**config.mk**
```make
export PLATFORM = sky130hd
export DESIGN_NAME = bounded_fifo_running_average_top
export DESIGN_NICKNAME = d
export VERILOG_FILES = /design/src/hw/rtl/bfra_pkg.sv /design/src/hw/rtl/bfra_ram.sv /design/src/hw/rtl/bounded_fifo_running_average_top.sv
export SDC_FILE = /design/constraint.sdc
export NUM_CORES = 1
export LEC_CHECK = 0
export ABC_CLOCK_PERIOD_IN_PS = 9300
export BUFFER_PORTS_ARGS = -buffer_cell sky130_fd_sc_hd__buf_2
export CAP_MARGIN = 10
export CORE_UTILIZATION = 37
export CTS_CLUSTER_DIAMETER = 150
export DETAILED_ROUTE_END_ITERATION = 10
export SETUP_SLACK_MARGIN = 0.5
export SYNTH_ARGS = -nofsm -noshare
export SYNTH_HDL_FRONTEND = slang
export SYNTH_SLANG_ARGS = --single-unit
```
**constraint.sdc**
```tcl
create_clock -name clock -period 9.3 [get_ports clock]
set_clock_uncertainty 0.1 [all_clocks]
set_input_delay 0.93 -clock clock [delete_from_list [all_inputs] [get_ports clock]]
set_output_delay 0.93 -clock clock [all_outputs]
set_load 0.02 [all_outputs]
```
**src/hw/rtl/bfra_pkg.sv**
```systemverilog
// Shared types and constants for the bounded FIFO running-average block.
`default_nettype none
package bfra_pkg;

   localparam int KIND_W   = 1;
   localparam int RECORD_W = 12;
   localparam int HEIGHT_W = 9;
   localparam int OCC_W    = 3;
   localparam int ENTRY_W  = RECORD_W + HEIGHT_W;

   localparam logic [KIND_W-1:0] KIND_INSERT = 1'b0;
   localparam logic [KIND_W-1:0] KIND_REMOVE = 1'b1;

   typedef enum logic [1:0] {
      ST_IDLE,
      ST_READ,
      ST_DIVIDE,
      ST_ROUND
   } state_type;

endpackage : bfra_pkg
`default_nettype wire

```
**src/hw/rtl/bfra_ram.sv**
```systemverilog
// Generic single-port-write, single-port-read RAM with registered read data.
`default_nettype none
module bfra_ram #(
   parameter int WIDTH  = 8,
   parameter int DEPTH  = 4,
   parameter int ADDR_W = (DEPTH > 1) ? $clog2(DEPTH) : 1
) (
   input  wire logic              clock,
   input  wire logic              wr_en,
   input  wire logic [ADDR_W-1:0] wr_addr,
   input  wire logic [WIDTH-1:0]  wr_data,
   input  wire logic              rd_en,
   input  wire logic [ADDR_W-1:0] rd_addr,
   output logic      [WIDTH-1:0]  rd_data
);

   logic [WIDTH-1:0] mem_ff [DEPTH];

   always_ff @(posedge clock) begin
      if (wr_en) begin
         mem_ff[wr_addr] <= wr_data;
      end
      if (rd_en) begin
         rd_data <= mem_ff[rd_addr];
      end
   end

endmodule : bfra_ram
`default_nettype wire

```
**src/hw/rtl/bounded_fifo_running_average_top.sv**
```systemverilog
// Top level: FIFO window of records with a running, rounded mean of heights.
//
//   channel  ports                       transfer
//   request  start, busy, req_*          start high and busy low at the clock edge
//   response rsp_strobe, rsp_*           rsp_strobe high for one cycle, always taken
//
// Remove: the request passes through ST_READ (oldest entry read from RAM), then the strobe.
// Insert: ST_READ, then ST_DIVIDE for the bit-serial divider that forms the mean,
// one quotient bit per cycle, then ST_ROUND, then the strobe.
// busy stays high from the transfer until the strobe; one item at a time.
// Synchronous reset empties the window; the RAM contents are not cleared.
`default_nettype none
module bounded_fifo_running_average_top #(
   parameter int WINDOW = 5
) (
   input  wire logic                          clock,
   input  wire logic                          reset,
   input  wire logic                          start,
   output logic                               busy,
   input  wire logic [bfra_pkg::KIND_W-1:0]   req_kind,
   input  wire logic [bfra_pkg::RECORD_W-1:0] req_record_id,
   input  wire logic [bfra_pkg::HEIGHT_W-1:0] req_height,
   output logic                               rsp_strobe,
   output logic [bfra_pkg::HEIGHT_W-1:0]      rsp_average,
   output logic [bfra_pkg::RECORD_W-1:0]      rsp_removed_id,
   output logic [bfra_pkg::HEIGHT_W-1:0]      rsp_removed_height,
   output logic                               rsp_was_empty,
   output logic                               rsp_evicted,
   output logic [bfra_pkg::OCC_W-1:0]         rsp_occupancy
);

   localparam int IDX_W  = (WINDOW > 1) ? $clog2(WINDOW) : 1;
   localparam int CNT_W  = $clog2(WINDOW + 1);
   localparam int PTR_W  = CNT_W + 1;
   localparam int SUM_W  = bfra_pkg::HEIGHT_W + CNT_W;
   localparam int STEP_W = $clog2(SUM_W + 1);

   bfra_pkg::state_type state_ff, state_in;

   logic [IDX_W-1:0]                 oldest_ff, oldest_in;
   logic [CNT_W-1:0]                 count_ff, count_in;
   logic [SUM_W-1:0]                 sum_ff, sum_in;

   logic [bfra_pkg::KIND_W-1:0]      kind_ff, kind_in;
   logic [bfra_pkg::RECORD_W-1:0]    rec_ff, rec_in;
   logic [bfra_pkg::HEIGHT_W-1:0]    hgt_ff, hgt_in;

   logic [SUM_W-1:0]                 num_ff, num_in;
   logic [SUM_W-1:0]                 quot_ff, quot_in;
   logic [CNT_W-1:0]                 rem_ff, rem_in;
   logic [STEP_W-1:0]                step_ff, step_in;

   logic                             strobe_ff, strobe_in;
   logic [bfra_pkg::HEIGHT_W-1:0]    avg_ff, avg_in;
   logic [bfra_pkg::RECORD_W-1:0]    rid_ff, rid_in;
   logic [bfra_pkg::HEIGHT_W-1:0]    rh_ff, rh_in;
   logic                             empty_ff, empty_in;
   logic                             evict_ff, evict_in;

   logic                             accept;
   logic                             ram_wr_en;
   logic [IDX_W-1:0]                 ram_wr_addr;
   logic [bfra_pkg::ENTRY_W-1:0]     ram_wr_data;
   logic [bfra_pkg::ENTRY_W-1:0]     ram_rd_data;

   logic [bfra_pkg::RECORD_W-1:0]    old_rec;
   logic [bfra_pkg::HEIGHT_W-1:0]    old_hgt;
   logic                             full;
   logic [IDX_W-1:0]                 oldest_next;
   logic [PTR_W-1:0]                 tail_raw;
   logic [PTR_W-1:0]                 tail_wrap;
   logic [CNT_W:0]                   rem_shift;
   logic                             rem_ge;
   logic [CNT_W:0]                   rem_twice;
   logic                             round_up;
   logic [SUM_W-1:0]                 quot_rounded;

   assign accept = start && (state_ff == bfra_pkg::ST_IDLE);
   assign busy   = (state_ff != bfra_pkg::ST_IDLE);

   bfra_ram #(
      .WIDTH  (bfra_pkg::ENTRY_W),
      .DEPTH  (WINDOW),
      .ADDR_W (IDX_W)
   ) u_slot_ram (
      .clock   (clock),
      .wr_en   (ram_wr_en),
      .wr_addr (ram_wr_addr),
      .wr_data (ram_wr_data),
      .rd_en   (accept),
      .rd_addr (oldest_ff),
      .rd_data (ram_rd_data)
   );

   assign old_rec     = ram_rd_data[bfra_pkg::ENTRY_W-1:bfra_pkg::HEIGHT_W];
   assign old_hgt     = ram_rd_data[bfra_pkg::HEIGHT_W-1:0];
   assign full        = (count_ff == CNT_W'(WINDOW));
   assign oldest_next = (oldest_ff == IDX_W'(WINDOW - 1)) ? '0 : oldest_ff + 1'b1;
   assign tail_raw    = PTR_W'(oldest_ff) + PTR_W'(count_ff);
   assign tail_wrap   = (tail_raw >= PTR_W'(WINDOW)) ? tail_raw - PTR_W'(WINDOW) : tail_raw;

   assign rem_shift    = {rem_ff, num_ff[SUM_W-1]};
   assign rem_ge       = (rem_shift >= {1'b0, count_ff});
   assign rem_twice    = {rem_ff, 1'b0};
   assign round_up     = (rem_twice > {1'b0, count_ff})
                         || ((rem_twice == {1'b0, count_ff}) && quot_ff[0]);
   assign quot_rounded = quot_ff + SUM_W'(round_up);

   always_comb begin
      state_in    = state_ff;
      oldest_in   = oldest_ff;
      count_in    = count_ff;
      sum_in      = sum_ff;
      kind_in     = kind_ff;
      rec_in      = rec_ff;
      hgt_in      = hgt_ff;
      num_in      = num_ff;
      quot_in     = quot_ff;
      rem_in      = rem_ff;
      step_in     = step_ff;
      strobe_in   = 1'b0;
      avg_in      = avg_ff;
      rid_in      = rid_ff;
      rh_in       = rh_ff;
      empty_in    = empty_ff;
      evict_in    = evict_ff;
      ram_wr_en   = 1'b0;
      ram_wr_addr = full ? oldest_ff : IDX_W'(tail_wrap);
      ram_wr_data = {rec_ff, hgt_ff};

      unique case (state_ff)
         bfra_pkg::ST_IDLE: begin
            if (start) begin
               kind_in  = req_kind;
               rec_in   = req_record_id;
               hgt_in   = req_height;
               state_in = bfra_pkg::ST_READ;
            end
         end
         bfra_pkg::ST_READ: begin
            avg_in   = '0;
            rid_in   = '0;
            rh_in    = '0;
            empty_in = 1'b0;
            evict_in = 1'b0;
            if (kind_ff == bfra_pkg::KIND_REMOVE) begin
               strobe_in = 1'b1;
               state_in  = bfra_pkg::ST_IDLE;
               if (count_ff == '0) begin
                  empty_in = 1'b1;
               end else begin
                  rid_in    = old_rec;
                  rh_in     = old_hgt;
                  oldest_in = oldest_next;
                  count_in  = count_ff - 1'b1;
                  sum_in    = sum_ff - SUM_W'(old_hgt);
               end
            end else begin
               ram_wr_en = 1'b1;
               if (full) begin
                  evict_in  = 1'b1;
                  oldest_in = oldest_next;
                  sum_in    = sum_ff - SUM_W'(old_hgt) + SUM_W'(hgt_ff);
                  num_in    = sum_ff - SUM_W'(old_hgt) + SUM_W'(hgt_ff);
               end else begin
                  count_in  = count_ff + 1'b1;
                  sum_in    = sum_ff + SUM_W'(hgt_ff);
                  num_in    = sum_ff + SUM_W'(hgt_ff);
               end
               quot_in  = '0;
               rem_in   = '0;
               step_in  = STEP_W'(SUM_W);
               state_in = bfra_pkg::ST_DIVIDE;
            end
         end
         bfra_pkg::ST_DIVIDE: begin
            num_in  = {num_ff[SUM_W-2:0], 1'b0};
            quot_in = {quot_ff[SUM_W-2:0], rem_ge};
            rem_in  = rem_ge ? CNT_W'(rem_shift - {1'b0, count_ff}) : CNT_W'(rem_shift);
            step_in = step_ff - 1'b1;
            if (step_ff == STEP_W'(1)) begin
               state_in = bfra_pkg::ST_ROUND;
            end
         end
         bfra_pkg::ST_ROUND: begin
            avg_in    = quot_rounded[bfra_pkg::HEIGHT_W-1:0];
            strobe_in = 1'b1;
            state_in  = bfra_pkg::ST_IDLE;
         end
         default: begin
            state_in = bfra_pkg::ST_IDLE;
         end
      endcase
   end

   always_ff @(posedge clock) begin
      if (reset) begin
         state_ff  <= bfra_pkg::ST_IDLE;
         oldest_ff <= '0;
         count_ff  <= '0;
         sum_ff    <= '0;
         strobe_ff <= 1'b0;
      end else begin
         state_ff  <= state_in;
         oldest_ff <= oldest_in;
         count_ff  <= count_in;
         sum_ff    <= sum_in;
         strobe_ff <= strobe_in;
      end
   end

   always_ff @(posedge clock) begin
      kind_ff  <= kind_in;
      rec_ff   <= rec_in;
      hgt_ff   <= hgt_in;
      num_ff   <= num_in;
      quot_ff  <= quot_in;
      rem_ff   <= rem_in;
      step_ff  <= step_in;
      avg_ff   <= avg_in;
      rid_ff   <= rid_in;
      rh_ff    <= rh_in;
      empty_ff <= empty_in;
      evict_ff <= evict_in;
   end

   assign rsp_strobe         = strobe_ff;
   assign rsp_average        = avg_ff;
   assign rsp_removed_id     = rid_ff;
   assign rsp_removed_height = rh_ff;
   assign rsp_was_empty      = empty_ff;
   assign rsp_evicted        = evict_ff;
   assign rsp_occupancy      = bfra_pkg::OCC_W'(count_ff);

endmodule : bounded_fifo_running_average_top
`default_nettype wire
```
==> reports/results.txt <==
The maximum fanout along the worst path was 26; the number of buffers and inverters on the critical path was 3. The port buffer count was 61. Number of iterations in the first detailed-routing pass: 4. Max-cap violations in this run came to 0. The worst setup path is of the flip-flop to flip-flop kind. Dividing the detail-routed wire length by the instance count gives 17.3 µm.

The maximum clock frequency is 200 MHz. The kind of capture point of the worst setup path was a flip-flop. Buffers added to address setup during post-CTS repair amount to 0. The xor/xnor cell area share of the yosys netlist is 0.0207, and the final-layout fill cell count is 2428. The finished cells cover 11700 µm².

Compared with the post-synthesis result, the final layout area differs by 15.2%. The cell area after synthesis was 10200 µm². The run finished with clean final reports. The compound-cell area share of the yosys netlist was 0.0736; the number of warnings printed during yosys synthesis was 0.

For the finished layout, the period the worst path requires is 5.00 ns. The number of rows in the core area was 60. Walking the worst path, the cells encountered are buf_4, ha_1, inv_1, fa_1, ha_1, nand2b_1, a221o_1, a221o_1, xnor2_1, o21ai_0, nand2_1, nor3_2, buf_4. For the latest clock arrival within the worst-skew pair, the log shows 0.52 ns. The startpoint class of the critical path is a flip-flop.

The final hold violation count came out at 0. In this run the worst hold path is classified as flip-flop to flip-flop. Max-slew violation count: 0. TritonCTS built the clock tree. The post-route core utilization was 0.435. The worst reg2reg path startpoint is oldest_ff[0]. The hold-fix buffer count after cts is 0, and the proportion of netlist area held by the largest area contributor is 0.614. The most used standard cell by instance count after synthesis is edfxtp_1.

The net count of the finished layout is 868. The analysis attributes to cell leakage a power of 4.15 nW. The number of stages on the worst setup path was 13. After detailed routing, the number of remaining DRC violations is 0. For the worst hold-check slack, the log shows 0.411 ns.

The post-synthesis simple-gate area fraction works out to 0.0974. Across the VDD grid, the largest voltage drop is 0.120 mV. The initial antenna violation count is 0. Setup repair after global routing left no endpoint under its margin. The synthesized design contains 229 register bits.

The cell type contributing the most total cell area after synthesis is edfxtp_1. After synthesis, the largest family of logic cells by area is simple AND/OR/NAND/NOR gates. The average footprint of a synthesized cell was 14.1 µm². The delay of the slowest cell on the worst path is 0.80 ns, and the arithmetic-cell share of the synthesized area counting full adders, half adders and majority gates is 0.0541.

Detailed placement ended at an HPWL of 12800 µm. The die area came out at 28200 µm². The cell count after synthesis came out at 724. After detailed routing, the total wire length is 20000 µm. The critical path required time is 9.41 ns, and the placement-stage cell area is 10900 µm². The mux contribution to synthesized area is 0.0748, and the setup slack of the most critical reg-to-reg path is 4.30 ns. The width of the chip was 168 µm; the share of cells above drive strength 1 was 0.215.

The tools report the worst slew slack as a fraction of its limit as 0.375. The number of clock sinks was 229; the final worst setup slack was 4.30 ns. In this run the clock root is driven by a clkbuf_16. The via density per instance works out to 5.03. The tools report the weighted congestion at the end of routability-driven global placement as 0.834. Count of instances resized after the clock tree is built: 0. The total of endpoints with negative setup slack in the final report was 0.

Sorting the synthesized cells by area gives the leading types as edfxtp_1 61%, mux4_2 4.6%, ha_1 4.4%. The core region is 27000 µm². Number of global-route vias before repair: 5803.

The CTS buffer count came out at 25. The kind of cell with the highest combined delay on the critical path was compound AO/OA/AOI/OAI gates. The worst-margin pin slew came out at 0.933 ns. The initial core utilization came out at 0.377. The critical path starts at oldest_ff[0].

The number of antenna diodes in the final layout is 0. The part of the Yosys area used for sequential elements came out at 0.655. After the first detailed-routing iteration, the DRC count stood at 410.

The clock transition at the register clock pins on the worst setup and hold paths after CTS was 0.06 ns. The tools report the number of vias after detailed routing as 5840. The detail route stage leaves a number of antenna-violating nets equal to 0.

Worst-case clock buffer depth: 3. OpenSTA, run right after detailed placement, puts the worst setup slack at 4.26 ns. Adding up every negative setup slack in the final design gives 0 ns.

Total global routing overflow: 0. By count the netlist is led by 208 x edfxtp_1, 53 x nor2_1, 52 x nand2_1. The floorplan step set the die height to 168 µm. The proportion of register bits with asynchronous set or reset after synthesis was 0. Entering global routing, the biggest net connects 44 pins.

The count of flip-flops with a built-in enable after synthesis was 208. The tools report the total track usage as 0.145. Dividing total power by cell area gives a power density of 199 nW/µm².

Reg-to-reg critical path endpoint: u_slot_ram.mem_ff[4][9]. The boundary pin count is 62. STA puts the critical path data arrival time at 5.11 ns. The cell at the slowest stage of the critical path was nor3_2. The total number of H-tree levels was 1; the worst-case reg-to-reg path depth was 13. For this run, the leading register cell type out of synthesis is edfxtp_1. The first global-routing pass estimated 31900 µm of wire.

The last element of the critical path was u_slot_ram.mem_ff[4][9]. Period utilization: 0.537. After synthesis, the netlist uses 65 different library cells.

Synthesis produced a netlist with a net count of 790.
-- worst min path at each step --
stage	startpoint	to	cells past startpoint	slack (ns)
CTS	u_slot_ram.rd_data[16]	rsp_removed_id[7]	1	0.41
detailed placement	u_slot_ram.rd_data[16]	rsp_removed_id[7]	1	0.40
finish	u_slot_ram.rd_data[16]	rsp_removed_id[7]	1	0.41
global route	u_slot_ram.rd_data[16]	rsp_removed_id[7]	1	0.43
global placement	num_ff[3]	num_ff[4]	2	0.40
floorplan	rec_ff[1]	u_slot_ram.mem_ff[0][10]	0	0.38
-- flip-flops by register name, indices dropped and copies added (netlist names), 4 cells and up, named ones only --
signal,cells
hgt_ff,9
num_ff,12
quot_ff,9
rec_ff,12
rsp_average,9
rsp_removed_height,9
rsp_removed_id,12
step_ff,4
sum_ff,12
u_slot_ram.mem_ff,105
u_slot_ram.rd_data,21
-- worst register-to-register path: stages, from the launching register on --
cell and delay, ns:
dfxtp_1 0.31, buf_4 0.43, ha_1 0.28, inv_1 0.06, fa_1 0.54, ha_1 0.25, nand2b_1 0.09, a221o_1 0.33
a221o_1 0.39, xnor2_1 0.13, o21ai_0 0.43, nand2_1 0.18, nor3_2 0.80, buf_4 0.36
-- report_power, final --
group | switching (W) | total [W] | internal, W
clock | 0.000397 | 0.000919 | 0.000522
combinational | 0.000131 | 0.000216 | 0.0000851
sequential | 0.0000268 | 0.00120 | 0.00117
total | 0.000554 | 0.00233 | 0.00178
-- metrics by stage --
step | total power, W | std cells
2_1_floorplan | 0.00137 | 724
3_3_place_gp | 0.00143 | 1115
3_5_place_dp | 0.00144 | 1115
4_1_cts | 0.00236 | 1160
5_1_grt | 0.00243 | 1161
6_report | 0.00233 | 1161
-- cells by family after synthesis --
kind of cell / count (synthesis)
AOI/OAI and AO/OA: 118
DFF: 229
adders and majority gates: 41
and+or+nand+nor: 203
buffers and inverters: 62
muxes: 47
xor gates and xnor gates: 24
-- cell usage in the layout, fill, tap and decap left out, types with 5 or more instances in the layout --
master and count:
a21oi_1 35, and2_1 24, ha_1 36, clkbuf_16 25
mux2_2 22, a211oi_1 10, clkinv_2 6, and3_1 5
mux4_2 21, nor2b_1 5, fa_1 5, edfxtp_1 208
nand3_1 9, inv_1 32, buf_4 17, xor2_1 9
buf_2 61, clkinv_1 5, xnor2_1 15, dfxtp_1 21
nand2_1 52, nand2b_1 7, o21ai_1 6, o21ai_0 29
nor2_1 51, nor3_1 23
-- per-layer routing --
metal / wire length (µm) / up-vias / GRT usage
li1: - / 2870 / -
met1: 9810 / 2827 / 0.207
met4: 431 / 0 / 0.0383
met3: 733 / 31 / 0.0202
met5: 0 / - / 0
met2: 9060 / 112 / 0.231
-- layout make-up --
cell class | instances | area (µm²) | area share
multi-input combinational | 433 | 3290 | 0.281
clock inverter | 16 | 118 | 0.0100
timing repair buffer | 79 | 444 | 0.0379
sequential | 229 | 6670 | 0.569
inverter | 34 | 128 | 0.0109
tap | 341 | 427 | 0.0364
clock buffer | 29 | 641 | 0.0547
Power figures use the tool's default switching activity.
